### src/lpcrc_pkg.sv
// lpcrc_pkg: shared types and constants of the q15 prediction residual codec
// no dependencies; imported by lpcrc_coef_store and lpc_residual_codec_q15_core
`timescale 1ns / 1ps
`default_nettype none
package lpcrc_pkg;

	localparam int Q_SHIFT    = 15;
	localparam int COEF_W     = 16;
	localparam int SAMPLE_W   = 32;
	localparam int ORDER_W    = 6;
	localparam int HEAD_W     = 5;
	localparam int PROD_W     = COEF_W + SAMPLE_W;
	localparam int ACC_W      = PROD_W + 6;
	localparam int PRED_W     = ACC_W - Q_SHIFT;
	localparam int SUM_W      = PRED_W + 1;

	localparam logic OP_LOAD   = 1'b0;
	localparam logic OP_SAMPLE = 1'b1;

	localparam logic REG_DECODE_MODE  = 1'b0;
	localparam logic REG_FILTER_ORDER = 1'b1;

	localparam logic [ORDER_W-1:0] ORDER_RESET = 6'd32;

	typedef struct packed {
		logic                     en;
		logic [ORDER_W-1:0]       idx;
		logic signed [COEF_W-1:0] data;
	} coef_wr_t;

endpackage
`default_nettype wire

### src/lpc_residual_codec_q15_core.sv
// lpc_residual_codec_q15_core: top level of the q15 prediction residual codec
// depends on lpcrc_pkg and lpcrc_coef_store
//
// A coefficient load request is written to the coefficient store as it is
// accepted. A sample request runs one multiply-accumulate per tap through the
// history memory read port, with reads, product and accumulator registered in
// turn, then passes a sum state and a write-back state to the result register;
// taps is the smaller of the filter order and the samples held in the current
// block. A new request is accepted only after the previous sample has been
// written to the result register; the result may wait there while loads and
// the next sample proceed. Coefficients never written read as zero through
// per-tap valid bits, so no clearing pass follows reset. decode_mode and
// filter_order are meant to be written while the block is idle.
`timescale 1ns / 1ps
`default_nettype none
module lpc_residual_codec_q15_core #(
	parameter int MAX_ORDER = 32
) (
	input  wire                                  clk,
	input  wire                                  arst_n,
	input  wire                                  psel,
	input  wire                                  penable,
	input  wire                                  pwrite,
	input  wire  [2:0]                           paddr,
	input  wire  [31:0]                          pwdata,
	output logic [31:0]                          prdata,
	output logic                                 pready,
	input  wire                                  in_valid,
	output logic                                 in_ready,
	input  wire                                  opcode,
	input  wire  [lpcrc_pkg::ORDER_W-1:0]        coeff_index,
	input  wire  signed [lpcrc_pkg::COEF_W-1:0]  coeff_value,
	input  wire  signed [lpcrc_pkg::SAMPLE_W-1:0] sample_value,
	input  wire                                  block_start,
	output logic                                 out_valid,
	input  wire                                  out_ready,
	output logic signed [lpcrc_pkg::SAMPLE_W-1:0] out_value,
	output logic                                 saturated
);
	import lpcrc_pkg::*;

	localparam int CW = (MAX_ORDER > 1) ? $clog2(MAX_ORDER) : 1;
	localparam int RING_DEPTH = 2 ** HEAD_W;
	localparam logic [ORDER_W-1:0] MAX_ORD = ORDER_W'(MAX_ORDER);

	localparam logic [1:0] ST_IDLE = 2'd0;
	localparam logic [1:0] ST_RUN  = 2'd1;
	localparam logic [1:0] ST_SUM  = 2'd2;
	localparam logic [1:0] ST_WB   = 2'd3;

	// configuration
	logic               decode_mode_q;
	logic [ORDER_W-1:0] filter_order_q;
	logic               cfg_we;

	// control
	logic [1:0]         state_q;
	logic [ORDER_W-1:0] taps_q;
	logic [ORDER_W-1:0] cnt_q;
	logic [ORDER_W-1:0] fill_q;
	logic [HEAD_W-1:0]  head_q;
	logic               in_fire;
	logic               smp_fire;
	logic               issue;
	logic               wb_fire;
	logic [ORDER_W-1:0] order_eff;
	logic [ORDER_W-1:0] fill_eff;
	logic [HEAD_W-1:0]  hist_rd_addr;

	// datapath
	logic signed [SAMPLE_W-1:0] hist_mem [RING_DEPTH];
	logic signed [SAMPLE_W-1:0] hist_s1;
	logic signed [COEF_W-1:0]   coef_s1;
	logic                       vld_s1;
	logic signed [PROD_W-1:0]   prod_s2;
	logic                       vld_s2;
	logic signed [ACC_W-1:0]    acc_q;
	logic signed [SAMPLE_W-1:0] x_q;
	logic signed [SUM_W-1:0]    sum_q;
	logic signed [ACC_W-1:0]    acc_sh;
	logic signed [PRED_W-1:0]   pred;
	logic signed [PRED_W-1:0]   x_ext;
	logic                       sat_hi;
	logic                       sat_lo;
	logic signed [SAMPLE_W-1:0] clamped;
	coef_wr_t                   coef_wr;

	// result register
	logic                       out_valid_q;
	logic signed [SAMPLE_W-1:0] out_value_q;
	logic                       saturated_q;

	// configuration port
	assign pready = 1'b1;
	assign cfg_we = psel && penable && pwrite;

	always_ff @(posedge clk or negedge arst_n) begin
		if (!arst_n) begin
			decode_mode_q  <= 1'b0;
			filter_order_q <= ORDER_RESET;
		end else if (cfg_we) begin
			unique case (paddr[2])
				REG_DECODE_MODE:  decode_mode_q  <= pwdata[0];
				REG_FILTER_ORDER: filter_order_q <= pwdata[ORDER_W-1:0];
				default:          decode_mode_q  <= decode_mode_q;
			endcase
		end
	end

	always_comb begin
		unique case (paddr[2])
			REG_DECODE_MODE:  prdata = {31'b0, decode_mode_q};
			REG_FILTER_ORDER: prdata = {{(32-ORDER_W){1'b0}}, filter_order_q};
			default:          prdata = '0;
		endcase
	end

	// request handling
	assign in_ready  = (state_q == ST_IDLE);
	assign in_fire   = in_valid && in_ready;
	assign smp_fire  = in_fire && (opcode == OP_SAMPLE);
	assign order_eff = (filter_order_q > MAX_ORD) ? MAX_ORD : filter_order_q;
	assign fill_eff  = block_start ? '0 : fill_q;
	assign issue     = (state_q == ST_RUN) && (cnt_q < taps_q);
	assign wb_fire   = (state_q == ST_WB) && (!out_valid_q || out_ready);
	assign hist_rd_addr = head_q - cnt_q[HEAD_W-1:0] - HEAD_W'(1);

	assign coef_wr.en   = in_fire && (opcode == OP_LOAD);
	assign coef_wr.idx  = coeff_index;
	assign coef_wr.data = coeff_value;

	lpcrc_coef_store #(
		.MAX_ORDER (MAX_ORDER),
		.CW        (CW)
	) u_coef (
		.clk     (clk),
		.arst_n  (arst_n),
		.wr      (coef_wr),
		.rd_en   (issue),
		.rd_addr (cnt_q[CW-1:0]),
		.rd_data (coef_s1)
	);

	always_ff @(posedge clk or negedge arst_n) begin
		if (!arst_n) begin
			state_q <= ST_IDLE;
			taps_q  <= '0;
			cnt_q   <= '0;
			fill_q  <= '0;
			head_q  <= '0;
			vld_s1  <= 1'b0;
			vld_s2  <= 1'b0;
		end else begin
			vld_s1 <= issue;
			vld_s2 <= vld_s1;
			unique case (state_q)
				ST_IDLE: begin
					if (smp_fire) begin
						taps_q  <= (order_eff < fill_eff) ? order_eff : fill_eff;
						cnt_q   <= '0;
						if (block_start) begin
							fill_q <= '0;
						end
						state_q <= ST_RUN;
					end
				end
				ST_RUN: begin
					if (issue) begin
						cnt_q <= cnt_q + ORDER_W'(1);
					end else if (!vld_s1 && !vld_s2) begin
						state_q <= ST_SUM;
					end
				end
				ST_SUM: begin
					state_q <= ST_WB;
				end
				ST_WB: begin
					if (wb_fire) begin
						head_q  <= head_q + HEAD_W'(1);
						if (fill_q < MAX_ORD) begin
							fill_q <= fill_q + ORDER_W'(1);
						end
						state_q <= ST_IDLE;
					end
				end
				default: state_q <= ST_IDLE;
			endcase
		end
	end

	// history ring: read per tap, written once per sample after all reads
	always_ff @(posedge clk) begin
		if (issue) begin
			hist_s1 <= hist_mem[hist_rd_addr];
		end
		if (wb_fire) begin
			hist_mem[head_q] <= decode_mode_q ? clamped : x_q;
		end
	end

	// multiply-accumulate
	assign acc_sh = acc_q >>> Q_SHIFT;
	assign pred   = acc_sh[PRED_W-1:0];
	assign x_ext  = {{(PRED_W-SAMPLE_W){x_q[SAMPLE_W-1]}}, x_q};

	always_ff @(posedge clk) begin
		if (vld_s1) begin
			prod_s2 <= coef_s1 * hist_s1;
		end
		if (smp_fire) begin
			x_q   <= sample_value;
			acc_q <= '0;
		end else if (vld_s2) begin
			acc_q <= acc_q + {{(ACC_W-PROD_W){prod_s2[PROD_W-1]}}, prod_s2};
		end
		if (state_q == ST_SUM) begin
			if (decode_mode_q) begin
				sum_q <= {pred[PRED_W-1], pred} + {x_ext[PRED_W-1], x_ext};
			end else begin
				sum_q <= {x_ext[PRED_W-1], x_ext} - {pred[PRED_W-1], pred};
			end
		end
	end

	// clamp to 32 bits
	assign sat_hi = !sum_q[SUM_W-1] && (|sum_q[SUM_W-2:SAMPLE_W-1]);
	assign sat_lo = sum_q[SUM_W-1] && !(&sum_q[SUM_W-2:SAMPLE_W-1]);

	always_comb begin
		priority if (sat_hi) begin
			clamped = {1'b0, {(SAMPLE_W-1){1'b1}}};
		end else if (sat_lo) begin
			clamped = {1'b1, {(SAMPLE_W-1){1'b0}}};
		end else begin
			clamped = sum_q[SAMPLE_W-1:0];
		end
	end

	// result register
	always_ff @(posedge clk or negedge arst_n) begin
		if (!arst_n) begin
			out_valid_q <= 1'b0;
		end else if (wb_fire) begin
			out_valid_q <= 1'b1;
		end else if (out_ready) begin
			out_valid_q <= 1'b0;
		end
	end

	always_ff @(posedge clk) begin
		if (wb_fire) begin
			out_value_q <= clamped;
			saturated_q <= sat_hi || sat_lo;
		end
	end

	assign out_valid = out_valid_q;
	assign out_value = out_value_q;
	assign saturated = saturated_q;

	// checks
	a_cnt_bound: assert property (@(posedge clk) disable iff (!arst_n)
		cnt_q <= taps_q)
		else $error("tap counter ran past tap count");

	a_pipe_drained: assert property (@(posedge clk) disable iff (!arst_n)
		(state_q == ST_SUM) |-> (!vld_s1 && !vld_s2))
		else $error("sum started with products in flight");

	a_fill_bound: assert property (@(posedge clk) disable iff (!arst_n)
		fill_q <= MAX_ORD)
		else $error("history fill above max order");

	a_head_step: assert property (@(posedge clk) disable iff (!arst_n)
		wb_fire |=> (head_q == $past(head_q) + HEAD_W'(1)) && out_valid_q)
		else $error("history write without head advance or result");

endmodule
`default_nettype wire

### src/lpcrc_coef_store.sv
// lpcrc_coef_store: coefficient memory with per-tap valid bits, one registered read port
// depends on lpcrc_pkg
`timescale 1ns / 1ps
`default_nettype none
module lpcrc_coef_store #(
	parameter int MAX_ORDER = 32,
	parameter int CW = (MAX_ORDER > 1) ? $clog2(MAX_ORDER) : 1
) (
	input  wire                                        clk,
	input  wire                                        arst_n,
	input  lpcrc_pkg::coef_wr_t                        wr,
	input  wire                                        rd_en,
	input  wire  [CW-1:0]                              rd_addr,
	output logic signed [lpcrc_pkg::COEF_W-1:0]        rd_data
);
	import lpcrc_pkg::*;

	localparam logic [ORDER_W-1:0] MAX_ORD = ORDER_W'(MAX_ORDER);

	logic signed [COEF_W-1:0] mem [MAX_ORDER];
	logic [MAX_ORDER-1:0]     vld_q;
	logic signed [COEF_W-1:0] mem_rd_q;
	logic                     vld_rd_q;
	logic                     wr_ok;
	logic [ORDER_W-1:0]       wr_tap;

	// taps outside 1..MAX_ORDER are dropped
	assign wr_ok  = wr.en && (wr.idx != '0) && (wr.idx <= MAX_ORD);
	assign wr_tap = wr.idx - ORDER_W'(1);

	always_ff @(posedge clk) begin
		if (wr_ok) begin
			mem[wr_tap[CW-1:0]] <= wr.data;
		end
		if (rd_en) begin
			mem_rd_q <= mem[rd_addr];
		end
	end

	always_ff @(posedge clk or negedge arst_n) begin
		if (!arst_n) begin
			vld_q    <= '0;
			vld_rd_q <= 1'b0;
		end else begin
			if (wr_ok) begin
				vld_q[wr_tap[CW-1:0]] <= 1'b1;
			end
			if (rd_en) begin
				vld_rd_q <= vld_q[rd_addr];
			end
		end
	end

	// never-written taps read as zero
	assign rd_data = vld_rd_q ? mem_rd_q : '0;

endmodule
`default_nettype wire
### config.mk
export PLATFORM = sky130hd
export DESIGN_NAME = lpc_residual_codec_q15_core
export DESIGN_NICKNAME = d
export VERILOG_FILES = /design/src/lpcrc_pkg.sv /design/src/lpc_residual_codec_q15_core.sv /design/src/lpcrc_coef_store.sv
export SDC_FILE = /design/constraint.sdc
export NUM_CORES = 2
export LEC_CHECK = 0
export BUFFER_PORTS_ARGS = -buffer_cell sky130_fd_sc_hd__buf_2
export CAP_MARGIN = 10
export CORE_UTILIZATION = 64
export DETAILED_ROUTE_END_ITERATION = 10
export PLACE_DENSITY = 0.81
export SKIP_LAST_GASP = 1
export SLEW_MARGIN = 40
export SYNTH_ARGS = -nofsm -noshare
export SYNTH_HDL_FRONTEND = slang
export SYNTH_SLANG_ARGS = --single-unit
### constraint.sdc
create_clock -name clk -period 9.2 [get_ports clk]
set_input_delay 0.46 -clock clk [delete_from_list [all_inputs] [get_ports clk]]
set_output_delay 0.46 -clock clk [all_outputs]
set_load 0.01 [all_outputs]
==> metrics.md <==
| Metric | Value |
|---|---|
| Vias | `about 57000` |
| First-pass GRT wire length | `374000 um` |
| Largest net degree at the start of global routing | `approximately 130` |
| Req. time, crit path | `9.75 ns` |
| Outcome | `finished clean` |
| Avg WL per Cell | `29.35 um` |
| Total Routed Length | `253100 um` |
| Seq/Total Area, Yosys | `58.08%` |
| Hold Crit Class | `in -> reg` |
| Initial DRC Count | `6819` |
| Synthesized-area fraction occupied by xor and xnor cells | `1.694%` |
| # rows | `140` |
| Final period utilization | `~87%` |
| Num CTS Buffers | `179` |
| Vias in the first global route | `between 50000 and 60000` |
| Post-synth cell types | `85` |
| Post-synth EDFFs | `1737` |
| Post-cts repair resize count | `0` |
| Setup WS post-layout | `1.205 ns` |
| Cells after synthesis | `6395` |
| Arrival time worst endpoint | `8.55 ns` |
| IO Pins | `166` |
| Fraction of layout cells with a size suffix above 1 | `16.97%` |
| Initial Utilization | `64.75%` |
| Initial antenna violation count | `9` |
| Power Density | `333.2 mW/mm^2` |
| CTS tree | `built` |
| Crit path capture type | `flop` |
| Max Slew Vio Count | `0` |
| Post-route setup TNS | `0 ns` |
| Commonest non-fill, non-tap cell in the layout | `edfxtp_1` |
| Mux contribution to synthesized area | `11.20%` |
| CP Launch Type | `flop` |
| Most frequent cells in the layout | `edfxtp_1, nand2_1, inv_1, fa_1, mux4_2` |
| Core ar. | `~0.15 sq mm` |
| Mean number of vias per cell | `6.644` |
| Async set or reset register ratio after synthesis | `3.658%` |
| Area grow syn2layout | `10.28%` |
| Routed Antenna Nets | `0` |
| Port buffer count | `110` |
| RSZ-0062 raised after global routing | `no` |
| Final setup fails | `0` |
| Adder-Cell Fraction of Synth Area | `13.40%` |
| Setup Skew | `0.07393 ns` |
| Max_slew headroom | `35.61%` |
| Chip Height | `386.5 um` |
| Peak VDD IR | `0.5181 mV` |
| Yosys warning count | `0` |
| Leakage power | `39.34 nW` |
| Worst-margin pin slew | `0.9659 ns` |
| Final Hold Viols | `0` |
| Final Core Density | `71.41%` |
| Simple-Gate Fraction of Synth Area | `7.780%` |
| Critical path's slowest cell | `dfrtp_4` |
| Top FF cell, synth | `edfxtp_1` |
| CP max stage delay | `0.66 ns` |
| Post-Layout Cell Count | `8625` |
| Htree depth | `4` |
| Clock sinks | `1859` |
| Minimum clock period | `7.996 ns` |
| Synthesized cell area | `0.09459 sq mm` |
| GRT Total Usage | `34.23%` |
| Worst slack, placed | `around 1.4 ns` |
| Crit Path Max Fanout | `79` |
| Clock root buffer | `clkbuf_16` |
| Pre-antenna DRT Iters | `9` |
| Max Cap Viol | `0` |
| Skew-Pair Late Insertion Delay | `about 0.84 ns` |
| Syn Area/Cell | `between 10 and 15 sq um` |
| Placed Instances | `8237` |
| CTS max path bufs | `3` |
| #FFs+latches synth | `1859` |
| GRT Residual Overflow | `0` |
| Final #Nets | `7365` |
| Fmax | `125.1 MHz` |
| Synth Area in Compound Gates | `3.923%` |
| DR DRC count | `0` |
| Die Width | `~390 um` |
| Final HPWL DP | `149400 um` |
| Die area | `0.1493 sq mm` |
| RePlAce Congestion | `approximately 0.96` |
| Clock slew at the register clock pins of the worst setup and hold paths | `~0.060 ns` |
| Critical path class | `reg -> reg` |
| Largest family of logic cells by synthesized area | `adder cells` |
-- logic make-up after synthesis --
group | after synthesis
other | 2
xor gates and xnor gates | 183
AOI/OAI and AO/OA | 584
and+or+nand+nor | 1575
DFF | 1859
adders and majority gates | 720
muxes | 519
buffers and inverters | 953
-- stage by stage --
stage                     cell area [sq um]  total power [mW]  hold slack [ns]
after CTS                            104200             34.51          0.05385
after detailed placement              97790             26.68           0.4497
after floorplan                       94690             21.95           0.1644
after global routing                 104300             36.23          0.07924
after global placement                97610             26.15           0.4435
final                                104300             34.76          0.09045
-- sequential cells by signal (all words and copies together) (netlist names), 2 cells and up --
| name | count |
|---|---|
| hist_mem | 1024 |
| u_coef.mem | 512 |
| acc_q | 54 |
| prod_s2 | 48 |
| sum_q | 40 |
| hist_s1 | 32 |
| out_value | 32 |
| u_coef.vld_q | 32 |
| x_q | 32 |
| u_coef.mem_rd_q | 16 |
| cnt_q | 6 |
| fill_q | 6 |
| filter_order_q | 6 |
| taps_q | 6 |
| head_q | 5 |
| state_q | 2 |
-- power by group --
part | switching, mW | total [mW] | leakage (nW) | internal (mW)
Clock | 3.37 | 7.54 | 2.89 | 4.17
Sequential | 0.954 | 11.8 | 17.0 | 10.9
Combinational | 9.62 | 15.4 | 19.4 | 5.77
Total | 14.0 | 34.8 | 39.3 | 20.8
-- critical path: cells and delay by family, from the launching register on --
family / cells / cell delay (ns)
flip-flops: 1 / 0.66
XOR/XNOR: 1 / 0.08
AO/OA/AOI/OAI: 4 / 1.27
buffers and inverters: 7 / 1.02
adder cells (fa/ha/maj): 7 / 3.42
AND/OR/NAND/NOR: 6 / 1.27
-- synth_stat cells (34+ instances only) --
library cell / number / area (sq um)
nor2_1: 237 / 889.6
fa_1: 489 / 9789
dfrtp_1: 67 / 1677
mux4_2: 426 / 9594
buf_1: 54 / 202.7
a21oi_1: 180 / 900.9
o21a_1: 52 / 390.4
clkbuf_1: 252 / 945.9
nand2_1: 678 / 2545
and2_1: 35 / 219.0
edfxtp_1: 1737 / 52160
a21o_1: 73 / 548.0
mux2i_1: 34 / 340.3
ha_1: 231 / 2890
xor2_1: 76 / 665.6
o21ai_0: 131 / 655.6
nand3_1: 205 / 1026
xnor2_1: 107 / 937.2
inv_1: 614 / 2305
or2_2: 42 / 262.8
mux2_2: 59 / 664.4
dfxtp_1: 54 / 1081
and3_1: 221 / 1383
-- metal layers --
metal  GRT usage, %  up-vias  part of all wire (%)
met5              0        -                 0.024
met4          17.93        8                   5.8
met3          7.749      850                    12
met2          55.42     4279                    48
met1          43.63    28720                    34
li1               -    23460                     -
-- area by class of cell --
cell class,instances,area (sq um)
Sequential cell,1859,54960
Fill cell,8721,41770
Multi-Input combinational cell,3608,36480
Clock buffer,221,4667
Tap cell,1917,2399
Inverter,615,2308
Timing Repair Buffer,284,2167
Clock inverter,114,1318
Antenna cell,7,17.52
-- path summary, 6_finish.rpt --
check / start / endpoint / slack (ns) / cells after the start
min in group asynchronous: arst_n / taps_q[0] / 0.22 / 2
hold reg to reg: u_coef.vld_q[30] / u_coef.vld_q[30] / 0.47 / 1
hold / removal: penable / decode_mode_q / 0.09 / 4
setup reg to reg: u_coef.vld_rd_q / prod_s2[43] / 1.20 / 25
setup / recovery: u_coef.vld_rd_q / prod_s2[43] / 1.20 / 25
max in group asynchronous: arst_n / head_q[3] / 8.36 / 2
-- repair_timing --
action / in CTS / in global routing
setup buffers: 0 / 0
hold buffers: 41 / 0
hold endpoints to repair: 108 / 0
No activity file was read; power rests on OpenSTA's default activity.
